--- src/hdl/rsh3_pkg.sv ---
// Shared types, constants and the Q.30 multiply for the real spherical harmonic evaluator.
// No dependencies; used by every module of the block.
`default_nettype none

package rsh3_pkg;

    // Pipeline depths of the square root and the divider units.
    localparam int SQ_STAGES  = 32;
    localparam int DIV_STAGES = 32;

    // Working fixed-point word, Q.30 with headroom for the polynomial terms.
    typedef logic signed [35:0] fx_t;

    localparam fx_t ONE_Q30 = 36'sd1073741824;

    // Harmonic normalization constants, round(K * 2^30).
    localparam fx_t K00  = 36'sd302896976;
    localparam fx_t K1   = 36'sd524632952;
    localparam fx_t K2A  = 36'sd1173114945;
    localparam fx_t K20  = 36'sd338649115;
    localparam fx_t K22  = 36'sd586557472;
    localparam fx_t K33  = 36'sd633554480;
    localparam fx_t K3M2 = 36'sd3103770403;
    localparam fx_t K31  = 36'sd490749190;
    localparam fx_t K30  = 36'sd400695036;
    localparam fx_t K3P2 = 36'sd1551885201;

    // Side information that travels with a request through the front end.
    typedef struct packed {
        logic [1:0]        degree;
        logic signed [2:0] order;
        logic              zero;
        logic [2:0]        neg;
        logic [31:0]       mag_x;
        logic [31:0]       mag_y;
        logic [31:0]       mag_z;
        logic [4:0]        shift;
    } side_t;

    // Side information kept for the polynomial stages.
    typedef struct packed {
        logic [1:0]        degree;
        logic signed [2:0] order;
        logic              zero;
    } tail_t;

    // Product in Q.30, rounded to nearest with ties away from zero.
    function automatic fx_t mul30(input fx_t a, input fx_t b);
        logic [35:0] ma;
        logic [35:0] mb;
        logic [71:0] prod;
        logic [71:0] rnd;
        logic        neg;
        begin
            neg  = a[35] ^ b[35];
            ma   = a[35] ? 36'(-a) : 36'(a);
            mb   = b[35] ? 36'(-b) : 36'(b);
            prod = 72'(ma) * 72'(mb);
            rnd  = (prod + (72'd1 << 29)) >> 30;
            mul30 = neg ? -fx_t'(rnd[35:0]) : fx_t'(rnd[35:0]);
        end
    endfunction

endpackage

`default_nettype wire

--- src/hdl/rsh3_div.sv ---
// Pipelined restoring divider, one quotient bit per stage.
// Depends on rsh3_pkg for the stage count.
`default_nettype none

module rsh3_div
    import rsh3_pkg::*;
(
    input  wire logic        clk,
    input  wire logic        en,
    input  wire logic [31:0] rem_in,
    input  wire logic [31:0] low_in,
    input  wire logic [31:0] divisor,
    output logic      [31:0] quotient
);

    logic [31:0] rem_reg [DIV_STAGES];
    logic [31:0] low_reg [DIV_STAGES];
    logic [31:0] dvs_reg [DIV_STAGES];
    logic [31:0] quo_reg [DIV_STAGES];
    logic [31:0] rem_next [DIV_STAGES];
    logic [31:0] low_next [DIV_STAGES];
    logic [31:0] dvs_next [DIV_STAGES];
    logic [31:0] quo_next [DIV_STAGES];

    // Each stage brings down one dividend bit and does one trial subtract.
    always_comb
    begin
        logic [31:0] rem_p;
        logic [31:0] low_p;
        logic [31:0] dvs_p;
        logic [31:0] quo_p;
        logic [32:0] t;
        for (int i = 0; i < DIV_STAGES; i++)
        begin
            if (i == 0)
            begin
                rem_p = rem_in;
                low_p = low_in;
                dvs_p = divisor;
                quo_p = '0;
            end
            else
            begin
                rem_p = rem_reg[i-1];
                low_p = low_reg[i-1];
                dvs_p = dvs_reg[i-1];
                quo_p = quo_reg[i-1];
            end
            t = {rem_p, low_p[31]};
            if (t >= {1'b0, dvs_p})
            begin
                rem_next[i] = 32'(t - {1'b0, dvs_p});
                quo_next[i] = {quo_p[30:0], 1'b1};
            end
            else
            begin
                rem_next[i] = t[31:0];
                quo_next[i] = {quo_p[30:0], 1'b0};
            end
            low_next[i] = {low_p[30:0], 1'b0};
            dvs_next[i] = dvs_p;
        end
    end

    always_ff @(posedge clk)
    begin
        if (en)
        begin
            for (int i = 0; i < DIV_STAGES; i++)
            begin
                rem_reg[i] <= rem_next[i];
                low_reg[i] <= low_next[i];
                dvs_reg[i] <= dvs_next[i];
                quo_reg[i] <= quo_next[i];
            end
        end
    end

    assign quotient = quo_reg[DIV_STAGES-1];

endmodule

`default_nettype wire

--- config.mk ---
export PLATFORM = sky130hd
export DESIGN_NAME = rsh3_div
export DESIGN_NICKNAME = d
export VERILOG_FILES = /design/src/hdl/rsh3_pkg.sv /design/src/hdl/rsh3_div.sv
export SDC_FILE = /design/constraint.sdc
export NUM_CORES = 2
export LEC_CHECK = 0
export BUFFER_PORTS_ARGS = -buffer_cell sky130_fd_sc_hd__buf_2
export CAP_MARGIN = 20
export CORE_MARGIN = 5
export CORE_UTILIZATION = 45
export CTS_BUF_LIST = sky130_fd_sc_hd__clkbuf_4 sky130_fd_sc_hd__clkbuf_8
export DETAILED_ROUTE_END_ITERATION = 8
export SYNTH_ARGS = -nofsm -noshare
export SYNTH_HDL_FRONTEND = slang
export SYNTH_SLANG_ARGS = --single-unit
export TNS_END_PERCENT = 30
--- constraint.sdc ---
create_clock -name clk -period 3.5 [get_ports clk]
set_input_delay 0.35 -clock clk [delete_from_list [all_inputs] [get_ports clk]]
set_output_delay 0.35 -clock clk [all_outputs]
set_load 0.01 [all_outputs]
# Yosys cells after proc, flatten, opt, wreduce, memory -nomap -nowiden
# Memory sizes are Yosys's and may differ from the RTL's.
# Cells that the tools add are included.
[classes]
n_addsub = 32
div = 0
mul = 0
n_lt_le_gt_ge = 32
reduce_logical = 0
n_bitwise = 0
mux = 66
shifts = 0
eq_ne = 0
[ops]
columns = ["cell", "count"]
rows = [
  [">= comparator 33 x 32 -> 1 bit", 32],
  ["two-way mux 32 bit", 32],
  ["subtractor 32 bit", 32],
  ["two-way mux 1 bit", 34],
]
[totals]
latchBits = 0
mem_count = 4
register_bits = 0
out_inout_bits = 32
wordCells = 134
inputBits = 98
ramBits = 4064
rom_bits = 0
[mem_list]
columns = ["memory", "words", "word_bits", "rd", "rd_ports_with_merged_regs", "write_ports", "line", "rtl"]
rows = [
  ["dvs_reg", 32, 32, 31, 0, 32, "rsh3_div.sv:18", "logic [31:0] dvs_reg [DIV_STAGES];"],
  ["quo_reg", 32, 32, 32, 0, 32, "rsh3_div.sv:19", "logic [31:0] quo_reg [DIV_STAGES];"],
  ["rem_reg", 32, 32, 31, 0, 32, "rsh3_div.sv:16", "logic [31:0] rem_reg [DIV_STAGES];"],
  ["low_reg", 32, 31, 31, 0, 32, "rsh3_div.sv:17", "logic [31:0] low_reg [DIV_STAGES];"],
]

# Longest topological paths before layout
# An unclocked memory read counts as a cell.
[depth]
word_depth = 3
depth_mapped = 16
depth_no_buf = 14

# Least setup slack after synthesis
# OpenSTA, ideal clock, no wires.
[synth_path]
path_type = "register to register"
from = "mem dvs_reg[9][1], in the netlist dvs_reg[0][289]"
to = "mem rem_reg[10][25], in the netlist rem_reg[0][345] (data pin)"
path_stages_with_launch = 16
path_slack_ps = -60
arrival_ps = 3300
cell_sequence = "edfxtp_1 > inv_1 > ha_1 > nor2b_1 > o21a_1 > o21a_1 > o211a_1 > nor4_1 > o31ai_1 > a21oi_1 > nor4_1 > o31ai_1 > and2_1 > clkbuf_1 > buf_2 > mux2_2"
[synth_rtl]
columns = ["element", "line"]
rows = [
  ["start: declaration", "rsh3_div.sv:18"],
  ["end: declaration", "rsh3_div.sv:16"],
]

==> results.toml <==
[grt]
met3_usage_pct = 2.894
grt_pass1_wl_um = 608800
grt_use_met1_pct = 27.13
grt_max_degree = 124
grt-ovfl-total = 0
use_met2_pct = 38.00
busiest_layer = "met2"
grt_pass1_vias = 108500
grt_usage_pct = 21.43
antenna_found_initial = 5

[worst_setup_path]
cp_max_fo = 7
cp_data_required_time_ns = 4.34
path_class = "register to register"
cp-start-kind = "register"
cp_data_arrival_time_ns = 4.55
end_kind = "register"
r2r_slack_ns = -0.21

[routing]
wire_per_inst_um = 19.95
drt-pass1-iter-count = 8
drtIter0Drc = 7701
drc = 0
routed-via-count = 107900
antenna_left = 0
routed_wl_um = 401600
vias_per_cell = 5.360

[layout]
drive_gt1_share_pct = 23.53
area_growth_pct = 23.47
multi_input_area_mm2 = 0.06234
fin_util_pct = 55.83
postLayoutCellArea_mm2 = 0.1916
final_cell_count_no_fill = 20130
nNetsFinal = 16330
final-seq-area_mm2 = 0.09033
final_cell_mix = "edfxtp_1 (3008), buf_4 (1544), inv_1 (1242), ha_1 (968), a21oi_1 (892)"
final_common_cell = "edfxtp_1"
fillers = 28800

[run_status]
run_status = "complete, but fails checks"
violations = "setup timing"

[die]
initial_core_util_pct = 45.22
die_h_um = 597.3
row_count = 215
core_mm2 = 0.3433
dieWidth_um = 597.3
pin_count = 130
dieArea_mm2 = 0.3567

[pwr]
peakVddDrop_uv = 478.4
comb_power_share_pct = 49.9
switchingPower_mw = 67.08
pwr-share-seq_pct = 32.0
power.internal_mw = 114.5
total_power_mw = 181.6
power.density_mw_per_mm2 = 947.5
p_sw_share_pct = 36.94
clock_power_share_pct = 18.1
p_leak_nw = 79.62

[clock_tree]
root_buffer = "clkbuf_8"
clk_pin_slew_ns = 0.05
clk_path_buf_depth = 4
cts_buffers = 532
clock_sinks = 3008
clkLatencyLatePin_ns = 1.17
htree_levels = 6
cts_tree = "done"

[sta]
rsz0062_at_grt = "true"
setup_tns_ns = -16.48
slew_violations = 0
fin_crit_sh_pct = 105.9
hold_slack_ns = 0.1785
worst_pin_slew_ns = 0.9152
setup_ws_ns = -0.2065
slew_headroom_pct = 37.41
max_freq_mhz = 269.8
period_needed_ns = 3.707
hold_viol_final = 0
setup_viol_count_final = 262
fin_skew_ns = 0.07950

[yosys]
yosysWarnings = 0
synth_top_family_by_area = "compound AO/OA/AOI/OAI gates"
synth-compound-area-share_pct = 13.35
synth_top_area_cell = "edfxtp_1"
ys.flop_type = "edfxtp_1"
syn_area_mm2 = 0.1552
synth.avg_cell_area_um2 = 12.04
ys_types = 94
synth-simple-area-share_pct = 8.217
synth-adder-area-share_pct = 8.655
netlist.area_leader.share_pct = 58.20
synthMuxAreaShare_pct = 2.963
synth_area_leaders = "edfxtp_1 (58%), ha_1 (8.3%), a21oi_1 (3.1%), inv_1 (3.1%), xnor2_1 (2.8%)"
syn_inst = 12890
yosysSeqAreaShare_pct = 58.20
synth_edf_count = 3008
synth_nets = 14040
synth-seq-cells = 3008
synthArstFlopShare_pct = 0
synth_xor_area_share_pct = 4.735

[placed_design]
io_buffer_count = 129
place_hpwl_um = 289600
dp_cells = 18730
place.gp.congestion = 0.9186
pre_cts_ws_ns = -0.6171
placed_cell_area_mm2 = 0.1724

[hold_path]
hold_class = "input port to register"

[flow_run]
maxCapViolCount = 0
## cell usage after synthesis (154+ instances only)
master / count
clkbuf_1: 238
o21ai_0: 815
a21o_1: 532
mux2_2: 372
inv_1: 1264
nand2_1: 894
xnor2_1: 503
ha_1: 1024
edfxtp_1: 3008
nor2_1: 613
nand3_1: 218
xor2_1: 336
a21oi_1: 959
nor2b_1: 159
nand2b_1: 154
## kinds of logic (layout without fill, tap and decap cells)
family                     count (synthesis)  count (layout)
buffers and inverters                   1577            4259
muxes                                    412             412
and+or+nand+nor                         2688            2688
xor gates and xnor gates                 839             839
AOI/OAI and AO/OA                       3308            3308
DFF                                     3008            3008
adders and majority gates               1055            1055
other                                      0               3
## area by class of cell
type | count | share of cell area (%)
clock buffers | 699 | 4.488
inverters | 1266 | 2.485
repair buffers | 2065 | 9.329
clock inverters | 229 | 1.054
flip-flops and latches | 3008 | 47.13
multi-input cells | 8302 | 32.53
diodes | 3 | 0.003917
well taps | 4557 | 2.975
## worst paths after layout
check | from | to | cells past startpoint
setup reg to reg | dvs_reg[1][257] | rem_reg[1][315] | 14
hold reg to reg | low_reg[0][183] | low_reg[0][215] | 0
setup / recovery | dvs_reg[1][257] | rem_reg[1][315] | 14
hold / removal | rem_in[9] | rem_reg[0][10] | 4
## what timing repair did
item                                    4_1_cts  5_1_grt
hold buffers                                204        0
gates resized for setup                     429      491
gates cloned                                 29       25
pin swaps                                   119      195
setup buffers                               106      127
endpoints found under the setup margin      819      954
endpoints found under the hold margin       668        0
## routing by layer
metal | part of all wire (%) | wire, um | up-vias
met2 | 50 | 200400 | 2503
met4 | 3.1 | 12380 | 0
met5 | 0 | 0 | -
li1 | - | - | 52220
met3 | 4.2 | 16960 | 745
met1 | 43 | 171800 | 52430
## power groups by stage
stage          combinational, mW  sequential, mW  clock (mW)
5_1_grt                     98.7            58.7        35.9
4_1_cts                     85.3            58.2        34.2
3_3_place_gp                78.1            58.8           0
3_5_place_dp                79.1            58.8           0
6_report                    90.6            58.1        32.9
2_1_floorplan               53.2            55.1           0
## critical path, cell delays in order, from the launching register on
cell	delay, ns
edfxtp_1	0.41
inv_2	0.09
ha_4	0.20
nor2b_4	0.12
o31a_1	0.28
o31a_1	0.30
a211o_1	0.35
nor2_2	0.17
o31ai_4	0.10
o41ai_4	0.41
o21ai_2	0.13
a31oi_4	0.34
clkbuf_16	0.25
buf_12	0.12
o21ai_0	0.13
No activity file was read; power rests on OpenSTA's default activity.
