## config.mk

```make
export PLATFORM = sky130hd
export DESIGN_NAME = rsh3_sqrt
export DESIGN_NICKNAME = d
export VERILOG_FILES = /design/src/hdl/rsh3_pkg.sv /design/src/hdl/rsh3_sqrt.sv
export SDC_FILE = /design/constraint.sdc
export NUM_CORES = 2
export LEC_CHECK = 0
export BUFFER_PORTS_ARGS = -buffer_cell sky130_fd_sc_hd__buf_2
export CORE_MARGIN = 3
export CORE_UTILIZATION = 45
export DETAILED_ROUTE_END_ITERATION = 10
export GPL_TIMING_DRIVEN = 1
export PLACE_DENSITY = 0.63
export RECOVER_POWER = 25
export REMOVE_ABC_BUFFERS = 1
export SLEW_MARGIN = 20
export SYNTH_ARGS = -nofsm -noshare
export SYNTH_HDL_FRONTEND = slang
export SYNTH_MEMORY_MAX_BITS = 65536
export SYNTH_SLANG_ARGS = --single-unit
```

## constraint.sdc

```tcl
create_clock -name clk -period 4.75 [get_ports clk]
set_clock_uncertainty 0.15 [all_clocks]
set_input_delay 0.7125 -clock clk [delete_from_list [all_inputs] [get_ports clk]]
set_output_delay 0.7125 -clock clk [all_outputs]
set_load 0.1 [all_outputs]
```

## src/hdl/rsh3_pkg.sv

```systemverilog
// Shared types, constants and the Q.30 multiply for the real spherical harmonic evaluator.
// No dependencies; used by every module of the block.
`default_nettype none

package rsh3_pkg;

    // Pipeline depths of the square root and the divider units.
    localparam int SQ_STAGES  = 32;
    localparam int DIV_STAGES = 32;

    // Working fixed-point word, Q.30 with headroom for the polynomial terms.
    typedef logic signed [35:0] fx_t;

    localparam fx_t ONE_Q30 = 36'sd1073741824;

    // Harmonic normalization constants, round(K * 2^30).
    localparam fx_t K00  = 36'sd302896976;
    localparam fx_t K1   = 36'sd524632952;
    localparam fx_t K2A  = 36'sd1173114945;
    localparam fx_t K20  = 36'sd338649115;
    localparam fx_t K22  = 36'sd586557472;
    localparam fx_t K33  = 36'sd633554480;
    localparam fx_t K3M2 = 36'sd3103770403;
    localparam fx_t K31  = 36'sd490749190;
    localparam fx_t K30  = 36'sd400695036;
    localparam fx_t K3P2 = 36'sd1551885201;

    // Side information that travels with a request through the front end.
    typedef struct packed {
        logic [1:0]        degree;
        logic signed [2:0] order;
        logic              zero;
        logic [2:0]        neg;
        logic [31:0]       mag_x;
        logic [31:0]       mag_y;
        logic [31:0]       mag_z;
        logic [4:0]        shift;
    } side_t;

    // Side information kept for the polynomial stages.
    typedef struct packed {
        logic [1:0]        degree;
        logic signed [2:0] order;
        logic              zero;
    } tail_t;

    // Product in Q.30, rounded to nearest with ties away from zero.
    function automatic fx_t mul30(input fx_t a, input fx_t b);
        logic [35:0] ma;
        logic [35:0] mb;
        logic [71:0] prod;
        logic [71:0] rnd;
        logic        neg;
        begin
            neg  = a[35] ^ b[35];
            ma   = a[35] ? 36'(-a) : 36'(a);
            mb   = b[35] ? 36'(-b) : 36'(b);
            prod = 72'(ma) * 72'(mb);
            rnd  = (prod + (72'd1 << 29)) >> 30;
            mul30 = neg ? -fx_t'(rnd[35:0]) : fx_t'(rnd[35:0]);
        end
    endfunction

endpackage

`default_nettype wire

```

## src/hdl/rsh3_sqrt.sv

```systemverilog
// Pipelined integer square root, one result bit per stage.
// Depends on rsh3_pkg for the stage count.
`default_nettype none

module rsh3_sqrt
    import rsh3_pkg::*;
(
    input  wire logic        clk,
    input  wire logic        en,
    input  wire logic [63:0] radicand,
    output logic      [31:0] root
);

    logic [32:0] rem_reg  [SQ_STAGES];
    logic [31:0] root_reg [SQ_STAGES];
    logic [63:0] src_reg  [SQ_STAGES];
    logic [32:0] rem_next  [SQ_STAGES];
    logic [31:0] root_next [SQ_STAGES];
    logic [63:0] src_next  [SQ_STAGES];

    // Each stage brings down two radicand bits and decides one root bit.
    always_comb
    begin
        logic [32:0] rem_p;
        logic [31:0] root_p;
        logic [63:0] src_p;
        logic [33:0] t;
        logic [33:0] trial;
        for (int i = 0; i < SQ_STAGES; i++)
        begin
            if (i == 0)
            begin
                rem_p  = '0;
                root_p = '0;
                src_p  = radicand;
            end
            else
            begin
                rem_p  = rem_reg[i-1];
                root_p = root_reg[i-1];
                src_p  = src_reg[i-1];
            end
            t     = {rem_p[31:0], src_p[63:62]};
            trial = {root_p, 2'b01};
            if (t >= trial)
            begin
                rem_next[i]  = 33'(t - trial);
                root_next[i] = {root_p[30:0], 1'b1};
            end
            else
            begin
                rem_next[i]  = t[32:0];
                root_next[i] = {root_p[30:0], 1'b0};
            end
            src_next[i] = {src_p[61:0], 2'b00};
        end
    end

    always_ff @(posedge clk)
    begin
        if (en)
        begin
            for (int i = 0; i < SQ_STAGES; i++)
            begin
                rem_reg[i]  <= rem_next[i];
                root_reg[i] <= root_next[i];
                src_reg[i]  <= src_next[i];
            end
        end
    end

    assign root = root_reg[SQ_STAGES-1];

endmodule

`default_nettype wire

```

; ---- Yosys cells after proc, flatten, opt, wreduce, memory -nomap -nowiden
; Memory sizes are Yosys's and may differ from the RTL's.
; Index checks and enable logic that the tools add are counted.
[totals]
ramBits = 4064
reg_bits = 0
inputBits = 66
mem_count = 3
out_inout_bits = 32
elab_cells = 133
[op_classes]
mux = 66
order_cmp = 32
add_sub_neg = 32
[mem_list]
columns = name, depth, width, read_ports, rd_ports_with_merged_regs, wr, line
row1 = src_reg, 32, 62, 31, 0, 32, rsh3_sqrt.sv:16  ; logic [63:0] src_reg [SQ_STAGES];
row2 = rem_reg, 32, 33, 31, 0, 32, rsh3_sqrt.sv:14  ; logic [32:0] rem_reg [SQ_STAGES];
row3 = root_reg, 32, 32, 32, 0, 32, rsh3_sqrt.sv:15  ; logic [31:0] root_reg [SQ_STAGES];
[ops]
columns = operator, n
row1 = $mux 33, 32
row2 = $ge 34x34->1, 31
row3 = $sub 33x33->33, 31
row4 = $mux 1, 34
row5 = $sub 2x1->3 const B, 1
row6 = $ge 2x1->1 const B, 1

; ---- Depth between registers and ports, before layout
; An unclocked memory read counts as a cell.
[depth]
depth_word = 3
mapped_depth = 15

; ---- Worst setup path before layout
; OpenSTA, ideal clock, no wires.
[synth_timing]
kind = register -> register
start = memory rem_reg[26][1], in the netlist rem_reg[1][331]
end = memory rem_reg[27][4], in the netlist rem_reg[1][367] (data pin)
synth_period_minus_slack_ns = 3.558
n_path_buf = 2
stages_incl_launch_ff = 13
t_required_ns = 4.340
arrival_ns = 3.148
setup_ns = 0.260
slack_ns = 1.192
path_cell_list = edfxtp_1 > ha_1 > clkbuf_1 > o211ai_1 > a21o_1 > a21oi_1 > a221oi_1 > o31a_1 > o31a_1 > a22o_1 > inv_1 > clkbuf_1 > mux2_2
[synth_lines]
columns = item, line
row1 = "start, declared", rsh3_sqrt.sv:14

==> flow_summary.toml <==
[floorplan]
dieWidth_um = 509
ioPinCount = 98
num_rows = 184
initial_core_util = 0.453
core_area_sq_um = 252000
design.die.area_sq_um = 259000
die_h_um = 509

[detailed_routing]
drc = 0
totalWireLength_mm = 232
wl_per_cell_um = 18.3
routed_via_density = 5.35
drt_iter0_drc = 4968
dr.pass1.iters = 6
via_count = 67800
drtAntennaViolNets = 0

[synthesis]
synth_cell_types = 93
yosysWarnings = 0
synth-edff-count = 2465
syn_inst = 8733
synth_flop_cell = "edfxtp_1"
ys_seq_area_frac = 0.650
syn-cell-area_sq_um = 114000
syn_area_per_cell_sq_um = 13.0
async_flop_share = 0
ys_ff_latch = 2465

[setup_path]
path_class = "reg2reg"
slowest_delay_ns = 0.63
crit_path_end = "rem_reg[1][293]"
crit_buf_inv = 1
critPathSlowestCell = "edfxtp_1"
cp_max_fo = 4
crit_family = "compound AO/OA/AOI/OAI gates"
crit_path_end_kind = "register"
crit_path_start = "root_reg[1][227]"
path_common_cell = "nor4_1"
crit_chain = "inv_1, ha_1, nand2_1, a211oi_1, nor4_1, nor3_1, a21oi_1, o21ai_0, a211oi_4, nor4_1, o211ai_1, xnor2_1"
r2r_start = "root_reg[1][227]"
start_kind = "register"
reg2reg_depth = 12
worstPathArrival_ns = 4.72
cp.required_ns = 5.21
crit_cells = 12
worst_r2r_endpoint = "rem_reg[1][293]"
rrSetupSlack_ns = 0.49

[clock_network]
cts_tree = "yes"
htree_levels = 5
post_cts_resize_count = 0
clock_latency_ns = 0.92
ctsHoldBuffers = 65
path_clk_slew_ns = 0.05
cts_setup_buffers = 0
root_buffer = "clkbuf_16"
numCtsBuffers = 291
cts_max_path_buffers = 4
cts.sinks = 2465

[grt]
grt-ovfl-total = 0
antenna_found_initial = 3
track_usage = 0.176
grt_util_met1 = 0.234
grt-busiest-layer = "met2"
grt_max_degree = 111
grt_pass1_vias = 66900
grt_util_met3 = 0.0249
grt_pass1_wl_mm = 366
grt_use_met2 = 0.295

[timing]
period_share = 0.897
fmax_ghz = 0.235
finalHoldViolations = 0
hold_ws_ns = 0.187
period_minus_slack_ns = 4.26
worst_slack_ns = 0.489
rsz0062_at_grt = "no"
setup-tns-final_ns = 0
drv_slew = 0
max_slew_margin = 0.353
tightest_slew_ns = 0.970
setup_violations = 0

[run]
drv_cap = 0

[power]
total_power_w = 0.0635
p_leak_nw = 49.3
p_per_area_nw_per_um2 = 493
max-vdd-ir-drop_mv = 0.332

[cells_and_area]
nNetsFinal = 9772
largest_reg_flops = 992
drive_above_1_share = 0.0800
areaGrowthSynthToFinish_pct = 13.1

[placement]
gp_congestion = 0.912
dpl.hpwl_mm = 166
dp_slack_ns = 0.503
io_buffers = 97

[outcome]
status = "finished clean"

[hold_path]
min_path_type = "in2reg"
[cells in the final DEF (no fill, tap or decap), drive strengths merged, types with 18 or more instances in the layout]
cell | netlist | routed
o31a | 18 | 18
and3 | 46 | 46
nor3 | 191 | 191
a21boi | 19 | 19
nor4 | 115 | 115
edfxtp | 2465 | 2465
nand2b | 133 | 133
nor3b | 18 | 18
and4 | 18 | 18
o21a | 97 | 97
bufinv | 0 | 18
a31oi | 36 | 36
dlygate4sd3 | 0 | 65
a211oi | 44 | 44
and2 | 35 | 35
o31ai | 57 | 57
nor2 | 511 | 511
nand3b | 24 | 24
or3 | 79 | 79
nor2b | 81 | 81
mux2 | 66 | 66
xor2 | 391 | 391
a21oi | 540 | 540
inv | 705 | 711
buf | 17 | 213
nand3 | 117 | 117
ha | 561 | 561
nand2 | 611 | 611
o211ai | 28 | 28
a21o | 233 | 233
clkinv | 1 | 98
nand4 | 103 | 103
or2 | 43 | 43
o21ai | 494 | 494
xnor2 | 399 | 399
o21bai | 52 | 52
clkbuf | 149 | 366
or4 | 50 | 50
[final cells by class]
cell class,instances,area (sq um)
fill,21100,123000
sequential,2465,74000
multi-input combinational,5396,36700
clock buffer,359,7660
tap,3348,4190
inverter,706,2650
timing repair buffer,285,2520
clock inverter,129,1130
antenna,3,7.51
[cells by family after synthesis]
| kind of cell | Yosys count | synth area share |
|---|---|---|
| buffers and inverters | 872 | 0.0288 |
| flip-flops | 2465 | 0.650 |
| adder cells (fa/ha/maj) | 561 | 0.0616 |
| AND/OR/NAND/NOR | 2212 | 0.0966 |
| XOR/XNOR | 790 | 0.0607 |
| AO/OA/AOI/OAI | 1754 | 0.0946 |
| other | 1 | 0.0000329 |
| multiplexers | 78 | 0.00758 |
[per-layer routing]
layer  wire length (um)  vias up
met5                  0        -
met4               7790        0
met2             111000     1424
li1                   -    33100
met3               8790      478
met1             104000    32900
[worst register-to-register path: stages, from the launching register on]
cell	delay [ns]
edfxtp_1	0.63
inv_1	0.11
ha_1	0.35
nand2_1	0.13
a211oi_1	0.35
nor4_1	0.16
nor3_1	0.49
a21oi_1	0.22
o21ai_0	0.58
a211oi_4	0.17
nor4_1	0.34
o211ai_1	0.17
xnor2_1	0.18
[per-stage QoR]
step           utilization  area [sq um]  instances
2_1_floorplan            -        113000       8567
5_1_grt              0.512        129000      12700
4_1_cts              0.512        129000      12700
3_5_place_dp         0.474        119000      12100
6_report             0.512        129000      12700
3_3_place_gp         0.474        119000      12100
[synthesized netlist by cell type (41+ instances only)]
| master | count | area share |
|---|---|---|
| a211oi_1 | 44 | 0.0029 |
| a21o_1 | 233 | 0.015 |
| a21oi_1 | 540 | 0.024 |
| and3_1 | 46 | 0.0025 |
| clkbuf_1 | 148 | 0.0049 |
| edfxtp_1 | 2465 | 0.65 |
| ha_1 | 561 | 0.062 |
| inv_1 | 701 | 0.023 |
| mux2_2 | 66 | 0.0065 |
| nand2_1 | 611 | 0.020 |
| nand2b_1 | 133 | 0.0073 |
| nand3_1 | 117 | 0.0051 |
| nand4_1 | 103 | 0.0057 |
| nor2_1 | 510 | 0.017 |
| nor2b_1 | 81 | 0.0044 |
| nor3_1 | 184 | 0.0081 |
| nor4_1 | 112 | 0.0062 |
| o21a_1 | 97 | 0.0064 |
| o21ai_0 | 490 | 0.022 |
| o21bai_1 | 52 | 0.0034 |
| o31ai_1 | 57 | 0.0038 |
| or2_2 | 41 | 0.0023 |
| or3_1 | 77 | 0.0042 |
| or4_1 | 49 | 0.0032 |
| xnor2_1 | 399 | 0.031 |
| xor2_1 | 391 | 0.030 |
[how the worst min path moves through the flow]
stage / startpoint / depth (start not counted) / slack [ns] / to
6_report: en / 1 / 0.19 / src_reg[0][25]
5_1_grt: en / 1 / 0.18 / src_reg[0][25]
4_1_cts: en / 1 / 0.17 / src_reg[0][25]
3_5_place_dp: src_reg[0][79] / 0 / 0.25 / src_reg[0][143]
3_3_place_gp: src_reg[1][55] / 0 / 0.25 / src_reg[1][119]
2_1_floorplan: src_reg[0][36] / 0 / 0.25 / src_reg[0][100]
[where the power goes]
group          switching [W]  internal (W)  total (W)
clock                0.00831        0.0124     0.0207
sequential           0.00186        0.0277     0.0295
combinational        0.00764       0.00562     0.0133
total                 0.0178        0.0457     0.0635
No activity file was read; power rests on OpenSTA's default activity.
